<file path="src/design/sbda_pkg.sv">
// ----------------------------------------------------------------------------
// sbda_pkg: shared types and constants
// Types, character codes and the divide-by-ten constants used by the signed
// binary to decimal ASCII converter.
// ----------------------------------------------------------------------------
package sbda_pkg;

    // Field widths fixed by the channel definitions.
    localparam int VALUE_W = 32;
    localparam int CHAR_W  = 7;
    localparam int DIGIT_W = 4;

    // ASCII codes that the converter emits.
    localparam logic [CHAR_W-1:0] CHAR_ZERO  = 7'd48;
    localparam logic [CHAR_W-1:0] CHAR_MINUS = 7'd45;

    // Division by ten as multiplication by ceil(2^35 / 10), exact for 32 bits.
    localparam logic [VALUE_W-1:0] RECIP_TEN   = 32'hCCCC_CCCD;
    localparam int                 RECIP_SHIFT = 35;

    // Phases of the conversion engine.
    typedef enum logic [1:0] {
        PH_IDLE,
        PH_SPLIT,
        PH_SIGN,
        PH_DIGITS
    } phase_t;

    // One classified number waiting in the queue.
    typedef struct packed {
        logic               neg;
        logic [VALUE_W-1:0] mag;
    } job_t;

    // Handshake between the front and the back.
    typedef struct packed {
        logic valid;
        job_t job;
    } job_req_t;

endpackage

</file>
<file path="src/design/sbda_if.sv">
// ----------------------------------------------------------------------------
// sbda_in_if / sbda_out_if: valid-ready channels
// Input channel carries one signed integer, output channel one character.
// ----------------------------------------------------------------------------
interface sbda_in_if;
    import sbda_pkg::*;

    logic                      valid;
    logic                      ready;
    logic signed [VALUE_W-1:0] value;

    modport source (output valid, output value, input ready);
    modport sink   (input valid, input value, output ready);
endinterface


</file>
<file path="src/design/sbda_front.sv">
// ----------------------------------------------------------------------------
// sbda_front: input stage and job queue
// Accepts integers, splits off sign and magnitude, and holds them in a
// two-entry queue until the conversion engine takes them.
// ----------------------------------------------------------------------------
module sbda_front (
    input  logic              clk,
    input  logic              rst_n,
    sbda_in_if.sink           in_ch,
    output sbda_pkg::job_req_t req,
    input  logic              take
);
    import sbda_pkg::*;

    job_t       entry_reg [2];
    logic       wr_ptr_reg;
    logic       rd_ptr_reg;
    logic [1:0] count_reg;
    logic [1:0] count_next;
    logic       push;
    logic       pop;
    job_t       incoming;

    // Classify the incoming value: sign bit and unsigned magnitude.
    always_comb
    begin
        incoming.neg = in_ch.value[VALUE_W-1];
        incoming.mag = incoming.neg ? (VALUE_W'(0) - VALUE_W'(in_ch.value))
                                    : VALUE_W'(in_ch.value);
    end

    assign in_ch.ready = (count_reg != 2'd2);
    assign push        = in_ch.valid && in_ch.ready;
    assign req.valid   = (count_reg != 2'd0);
    assign req.job     = entry_reg[rd_ptr_reg];
    assign pop         = req.valid && take;

    // Occupancy follows pushes and pops.
    always_comb
    begin
        count_next = count_reg;
        if (push && !pop)
        begin
            count_next = count_reg + 2'd1;
        end
        else if (pop && !push)
        begin
            count_next = count_reg - 2'd1;
        end
    end

    // Queue pointers and occupancy.
    always_ff @(posedge clk or negedge rst_n)
    begin
        if (!rst_n)
        begin
            wr_ptr_reg <= 1'b0;
            rd_ptr_reg <= 1'b0;
            count_reg  <= 2'd0;
        end
        else
        begin
            if (push)
            begin
                wr_ptr_reg <= ~wr_ptr_reg;
            end
            if (pop)
            begin
                rd_ptr_reg <= ~rd_ptr_reg;
            end
            count_reg <= count_next;
        end
    end

    // Queue storage.
    always_ff @(posedge clk)
    begin
        if (push)
        begin
            entry_reg[wr_ptr_reg] <= incoming;
        end
    end

endmodule

</file>
<file path="src/flat_wrapper.sv">
// flat-port wrapper written by rule: the top's interface ports become plain ports
module sbda_front_flat import sbda_pkg::*;
  (clk, rst_n, req, take, in_ch_valid, in_ch_value, in_ch_ready);
  sbda_in_if in_ch_i ();
  input  logic clk;
  input  logic rst_n;
  output sbda_pkg::job_req_t req;
  input  logic take;
  input wire logic [$bits(in_ch_i.valid)-1:0] in_ch_valid;
  input wire logic [$bits(in_ch_i.value)-1:0] in_ch_value;
  output wire logic [$bits(in_ch_i.ready)-1:0] in_ch_ready;
  assign in_ch_i.valid = in_ch_valid;
  assign in_ch_i.value = in_ch_value;
  assign in_ch_ready = in_ch_i.ready;
  sbda_front u_core (.clk(clk), .rst_n(rst_n), .in_ch(in_ch_i), .req(req), .take(take));
endmodule
</file>
<file path="config.mk">
export PLATFORM = sky130hd
export DESIGN_NAME = sbda_front_flat
export DESIGN_NICKNAME = d
export VERILOG_FILES = /design/src/design/sbda_pkg.sv /design/src/design/sbda_if.sv /design/src/design/sbda_front.sv /design/src/flat_wrapper.sv
export SDC_FILE = /design/constraint.sdc
export NUM_CORES = 1
export LEC_CHECK = 0
export BUFFER_PORTS_ARGS = -buffer_cell sky130_fd_sc_hd__buf_2
export CORE_UTILIZATION = 49
export DETAILED_ROUTE_END_ITERATION = 10
export PLACE_DENSITY = 0.75
export SLEW_MARGIN = 20
export SYNTH_ARGS = -nofsm -noshare
export SYNTH_HDL_FRONTEND = slang
export SYNTH_SLANG_ARGS = --single-unit
</file>
<file path="constraint.sdc">
create_clock -name clk -period 2.6 [get_ports clk]
set_input_delay 0.52 -clock clk [delete_from_list [all_inputs] [get_ports clk]]
set_output_delay 0.52 -clock clk [all_outputs]
set_load 0.03 [all_outputs]
</file>
* After elaboration in Yosys (flattened, before gate mapping)
Memory sizes are Yosys's and may differ from the RTL's. Index checks and enable logic that the tools add are counted.
Storage, ports and cells: register bits after elaboration 4, bits in writable memories 66, input bits 36, output and inout port bits 35, logic and storage cells 23, memories kept 1
Memories:
- u_core.entry_reg | depth 2, width 33, read ports 1, clocked after memory_dff 0, wr ports 1, RTL line sbda_front.sv:15 | job_t entry_reg [2];
Operators by class: add/subtract/negate cells 3, eq/ne operators 1, muxes and demuxes 5, bitwise gates (word level) 2, reduce and logical (&&, ||, !) cells 8
Operator list (number):
- 2-to-1 mux 32 bit | 1
- subtractor 1 x 32 -> 32 bit (first input constant) | 1
- logical AND 1 bit | 4
- 2-to-1 mux 2 bit | 2
- nonzero test 2 bit | 2
- adder 2 x 1 -> 2 bit (second input constant) | 1
- logical NOT 1 bit | 2
- 2-to-1 mux 1 bit | 2
- inequality test 2 bit (second input constant) | 1
- NOT 1 bit | 2
- subtractor 2 x 1 -> 2 bit (second input constant) | 1

* Depth between registers and ports, before layout
Gate-level depths: netlist of run 1.
depth after elaboration 6, mapped depth 7, mapped depth without buffers 7

* Least setup slack after synthesis of run 1
No wires, ideal clock.
path type register -> register, start register u_core.count_reg[0], end memory u_core.entry_reg[0][0] (netlist bit) (enable), arrival time 2287 ps, data required time 2177 ps, slack -110 ps, stages on the path, launching flop included 4, path buffers 0, period minus slack after synthesis 2710 ps, path through dfrtp_1 > nand2b_1 > nand2_1 > nor2_1
Between the ends: word-level cells in the longest chain between the ends 4
Ends and longest elaborated chain:
- from (decl) | RTL line sbda_front.sv:18 | logic [1:0] count_reg;
- from (signal assigned) | RTL line sbda_front.sv:71 | count_reg <= count_next;
- inequality test 2 bit | RTL line sbda_front.sv:32 | assign in_ch.ready = (count_reg != 2'd2);
- named net in_ch_ready | RTL line flat_wrapper.sv:11 | output wire logic [$bits(in_ch_i.ready)-1:0] in_ch_ready;
- logical AND 1 bit | RTL line sbda_front.sv:33 | assign push = in_ch.valid && in_ch.ready;
- 2-to-1 mux 1 bit | RTL line sbda_front.sv:78 | if (push)
- 2-to-1 mux 1 bit (implied by the code) | RTL line sbda_front.sv:80 | entry_reg[wr_ptr_reg] <= incoming;
- to (decl) | RTL line sbda_front.sv:15
The timed path passes the listed nets, and every way through them passes these cells.

==> results of run 1 <==
power groups by stage:
stage               sequential (mW)  clock (mW)  combinational (mW)
floorplan                      1.65           0                1.20
global placement               1.66           0                1.62
detailed placement             1.67           0                1.64
CTS                            1.65       0.932                1.65
global route                   1.67       0.988                1.72
finish                         1.65       0.923                1.62
kinds of logic after synthesis:
group / count (synthesis) / synth area share (%)
xor+xnor: 34 / 8.99
buf+inv: 11 / 1.25
mux: 33 / 11.2
fa+ha+maj: 2 / 0.755
simple gates: 46 / 9.14
compound gates: 26 / 5.78
flops: 70 / 62.9
layer usage:
layer / vias up / routed length [um]
met4: 0 / 73
met5: - / 0
met3: 6 / 218
li1: 1008 / -
met1: 1020 / 3010
met2: 42 / 3140
what timing repair did:
item	in CTS	in global routing
endpoints found under the hold margin	4	0
endpoints found under the setup margin	0	0
hold buffers	1	0
placed cells by master, fill, tap and decap left out, drive strengths merged:
cell type / count
inv: 4
edfxtp: 66
nand3: 4
or4: 1
o31ai: 14
o41ai: 5
ha: 2
or2: 2
and3: 1
bufinv: 2
o21ai: 7
xnor2: 32
nor3: 4
nor2: 8
nand2: 12
clkbuf: 12
nand3b: 1
clkinv: 1
clkinvlp: 1
nor3b: 1
nand2b: 2
dfrtp: 4
nor4: 3
xor2: 2
or3: 3
buf: 74
nand4: 4
dlygate4sd3: 1
mux2: 33
worst max-delay path, cell delays in order (launching register included):
cell	delay, ns
dfrtp_1	0.35
buf_4	0.30
mux2_2	0.39
buf_2	0.18
per-stage QoR:
| stage | utilization [%] | worst slack (ns) |
|---|---|---|
| after global placement | 58.6 | 0.480 |
| after global routing | 62.0 | 0.460 |
| after CTS | 62.0 | 0.497 |
| final | 62.0 | 0.517 |
| after detailed placement | 58.6 | 0.400 |
| after floorplan | - | 0.430 |
final cells by class:
type	instances	area, um2	area share [%]
Clock buffer	12	135	3.39
Clock inverter	4	71.3	1.79
Inverter	4	15.0	0.377
Multi-Input combinational cell	141	1190	29.9
Sequential cell	70	2080	52.3
Tap cell	77	96.3	2.42
Timing Repair Buffer	75	390	9.81
path summary, 6_finish.rpt:
check | slack, ns | cells after the start | endpoint
worst max-delay path | 0.52 | 3 | req[9]
worst min-delay path | 0.43 | 1 | u_core.entry_reg[1][0]
worst max register to register | 1.05 | 4 | u_core.entry_reg[0][8]
worst min register to register | 0.51 | 1 | u_core.wr_ptr_reg
max in group asynchronous | 1.97 | 2 | u_core.count_reg[1]
min in group asynchronous | 0.51 | 2 | u_core.count_reg[0]
==> reports/metrics.cfg, run 1 <==
[run_status]
outcome = finished, violations left
violations = DRC

[logic_synthesis]
synth_edf_count = 66
ys_ff_latch = 70
ys.flop_type = edfxtp_1
yosysMostFrequentCell = edfxtp_1
synth_cells = 222
synthTopCellsByArea = edfxtp_1 60%, mux2_2 11%, xnor2_1 8.5%
synth_nets = 260
synth_top_cell_by_area = edfxtp_1
synth_top_cell_area_share_pct = 59.8
ys_types = 32
ys_warn_count = 0
synthArstFlopShare_pct = 5.71
yosysSeqAreaShare_pct = 62.9
syn-mean-instance-area_um2 = 14.9
syn-cell-area_um2 = 3310
synthTopCellsByCount = 66 x edfxtp_1, 33 x mux2_2, 32 x xnor2_1

[run]
cap_violations = 0

[drt]
drtIter0Drc = 122
drt_wl_total_mm = 6.44
drt-pass1-iter-count = 7
vias = 2076
wire_per_inst_um = 16.8
drc_errors = 6
postRouteAntennaNets = 0
vias_per_cell = 5.42

[critical_path]
start_kind = register
crit_arrival_ns = 1.56
reg2reg_from = u_core.count_reg[0]
cp_max_fo = 20
critPathRequiredTime_ns = 2.08
end_kind = primary output
startpoint = u_core.rd_ptr_reg
crit_type = reg2out

[clocking]
cts_made_buffers = 9
ctsLongestPathBuffers = 2
cts_resized = 0
clk_latency_ns = 0.34
clockRootBuffer = clkbuf_8
postCtsSetupBuffers = 0
h-tree-depth = 3
clock_sinks = 70
cts_tree = built
cts.reportedPaths.clkPinSlew_ns = 0.08

[timing]
slew-limit-headroom_pct = 62.4
finalSetupViolations = 0
max_freq_ghz = 0.480
timing.clock.skew_ns = 0.00831
period_needed_ns = 2.08
timing_hold_violations_final = 0
slew_viol_final = 0
rsz0062_at_grt = no
setup-tns-final_ns = 0
finalCritPeriodShare_pct = 80.1
whs_ns = 0.427
tightest_slew_ns = 0.564

[global_route]
grt_util_all_layers_pct = 19.4
antenna_found_initial = 0
grt_pass1_vias = 2031
grt_pass1_wl_mm = 10.4
use_met2_pct = 30.2
top_usage_layer = met2
grt_max_degree = 35
grtUsageMet3_pct = 4.92
use_met1_pct = 27.0
globalRoute.totalOverflow = 0

[final_layout]
final_cell_count_no_fill = 383
postLayoutCellArea_um2 = 3980
layout.nets = 339
area_delta_synth_final_pct = 20.2
drive_gt1_share_pct = 42.8
antenna_cells = 0
fillCellCount = 510
largest_reg_flops = 66

[die]
start_util_pct = 51.6
die_width_um = 84.2
core_um2 = 6420
ioPinCount = 71
die_h_um = 84.2
die_area_um2 = 7090
num_rows = 29

[placement]
io_buffers = 70
dp_cells = 366
routabilityCongestion = 0.774
hpwlAfterDp_mm = 4.41
place_area_um2 = 3760

[pwr]
seqPwrFrac_pct = 39.3
total_power_mw = 4.19
p_per_area_nw_per_um2 = 1050
pwr-share-comb_pct = 38.7
netSwitchingPower_mw = 1.51
p_int_mw = 2.68
ir_worst_vdd_mv = 0.432
p_leak_nw = 1.41
p_sw_share_pct = 36.1
clkPwrFrac_pct = 22.0

[worst_hold_path]
hold_class = in2reg
hold_start = in_ch_value[0]

No activity file was read; power rests on OpenSTA's default activity.
==> run 2: changes to the inputs <==
==> constraint.sdc (replaced) <==
create_clock -name clk -period 1.9 [get_ports clk]
set_input_delay 0.38 -clock clk [delete_from_list [all_inputs] [get_ports clk]]
set_output_delay 0.38 -clock clk [all_outputs]
set_load 0.03 [all_outputs]
==> run 2 against run 1 <==
Against the previous run:
- global-route usage grew 0.15 points
- sequential power grew 38%
- highest routed layer unchanged
- largest cell class unchanged
- largest power group is now combinational cells
- sequential share of layout area shrank 1.3 points
- non-clock buffer count grew 13
- final cell count grew 3.4%
- the flow still finishes with violations (DRC)
==> reports/metrics.cfg, run 2 (synthesis results as in run 1) <==
[clocking]
h-tree-depth = 3
cts_made_buffers = 9
cts.reportedPaths.clkPinSlew_ns = 0.07
ctsLongestPathBuffers = 2
postCtsSetupBuffers = 0
cts_tree = built
clock_sinks = 70
clockRootBuffer = clkbuf_8
clk_latency_ns = 0.33

[timing]
timing_hold_violations_final = 0
whs_ns = 0.292
slew-limit-headroom_pct = 62.6
rsz0062_at_grt = no
slew_viol_final = 0
period_needed_ns = 1.85
timing.clock.skew_ns = 0.00715
max_freq_ghz = 0.542
tightest_slew_ns = 0.561
finalCritPeriodShare_pct = 97.2
finalSetupViolations = 0

[final_layout]
largest_reg_flops = 66
mostFrequentLayoutCells = 70 x buf_2, 66 x edfxtp_1, 33 x mux2_2, 32 x xnor2_1, 14 x o31ai_1
postLayoutCellArea_um2 = 4090
post-route-util_pct = 63.7
drive_gt1_share_pct = 46.4
mostFrequentLayoutCell = buf_2
layout.nets = 352
antenna_cells = 0
area_delta_synth_final_pct = 23.5

[pwr]
pwr-share-comb_pct = 41.8
p_int_mw = 3.50
p_leak_nw = 1.48
clkPwrFrac_pct = 17.6
p_sw_share_pct = 37.4
ir_worst_vdd_mv = 0.562
seqPwrFrac_pct = 40.6
total_power_mw = 5.59
netSwitchingPower_mw = 2.09
p_per_area_nw_per_um2 = 1370

[die]
core_um2 = 6420
ioPinCount = 71
start_util_pct = 51.6
die_width_um = 84.2
die_h_um = 84.2
die_area_um2 = 7090
num_rows = 29

[critical_path]
end_kind = primary output
cp_slowest_cell = dfrtp_2
critPathRequiredTime_ns = 1.52
start_kind = register
crit_type = reg2out
slowest_delay_ns = 0.42
crit_chain = buf_12 > mux2_2 > buf_2
crit_arrival_ns = 1.47
cp_max_fo = 20

[global_route]
use_met2_pct = 32.5
globalRoute.totalOverflow = 0
grtUsageMet3_pct = 3.83
top_usage_layer = met2
grt_pass1_vias = 2157
grt_max_degree = 35
use_met1_pct = 25.2
antenna_found_initial = 0
grt_util_all_layers_pct = 19.6
grt_pass1_wl_mm = 10.5

[worst_hold_path]
hold_class = in2reg

[placement]
place_area_um2 = 3910
routabilityCongestion = 0.757
hpwlAfterDp_mm = 4.61
io_buffers = 70

[drt]
wire_per_inst_um = 16.4
postRouteAntennaNets = 0
vias = 2127
drt-pass1-iter-count = 7
drtIter0Drc = 118
vias_per_cell = 5.37
drc_errors = 5
drt_wl_total_mm = 6.49

[run_status]
outcome = finished, violations left
violations = DRC

[run]
cap_violations = 0

-- run 2: cell count changes in the layout (fill, tap and decap cells not counted), sizes merged --
cell | before | now
buf | 74 | 87
clkinv | 1 | 4
bufinv | 2 | 0
clkbuf | 12 | 11
-- run 2: per-stage QoR --
step / instances / TNS (ns) / setup WS [ns]
6_report: 396 / 0 / 0.0537
5_1_grt: 396 / 0 / 0.00277
4_1_cts: 396 / 0 / 0.00195
3_5_place_dp: 379 / -1.15 / -0.123
3_3_place_gp: 379 / -0.375 / -0.0974
2_1_floorplan: 222 / 0 / 0.0724
-- run 2: path summary, 6_finish.rpt --
kind / startpoint / end / slack (ns) / cells past startpoint
worst min-delay path: in_ch_value[0] / u_core.entry_reg[1][0] / 0.29 / 1
max in group asynchronous: rst_n / u_core.rd_ptr_reg / 1.39 / 2
min in group asynchronous: rst_n / u_core.count_reg[1] / 0.38 / 2
worst min register to register: u_core.count_reg[1] / u_core.count_reg[1] / 0.49 / 1
worst max register to register: u_core.count_reg[0] / u_core.count_reg[1] / 0.34 / 7
worst max-delay path: u_core.rd_ptr_reg / req[0] / 0.05 / 3
-- run 2: layout make-up --
class	instances	area, um2
well taps	77	96.3
multi-input cells	141	1200
clock buffers	11	131
fillers	511	2330
inverters	4	15.0
repair buffers	88	538
clock inverters	5	27.5
flip-flops and latches	70	2080
-- run 2: routing by layer --
layer	share of wire [%]	up-vias	wire length (um)
met5	0	-	0
met4	1.5	0	98
met3	4.1	9	265
met2	51	56	3290
met1	44	1036	2840
li1	-	1026	-
-- run 2: timing repair --
action / in CTS / in global routing
gates resized for setup: 2 / 2
pin swaps: 0 / 0
setup endpoints to repair: 13 / 33
hold endpoints to repair: 4 / 0
hold buffers: 1 / 0
-- run 2: critical path, delay by kind of cell (launching register included) --
family | cells | cell delay [ns]
buffers and inverters | 2 | 0.36
DFF | 1 | 0.42
muxes | 1 | 0.35
-- run 2: power by group through the flow --
stage,sequential (mW),combinational [mW],clock (mW)
after floorplan,2.26,1.64,0
after CTS,2.27,2.36,1.00
after global routing,2.30,2.48,1.07
after global placement,2.27,2.31,0
final,2.27,2.34,0.982
after detailed placement,2.30,2.33,0
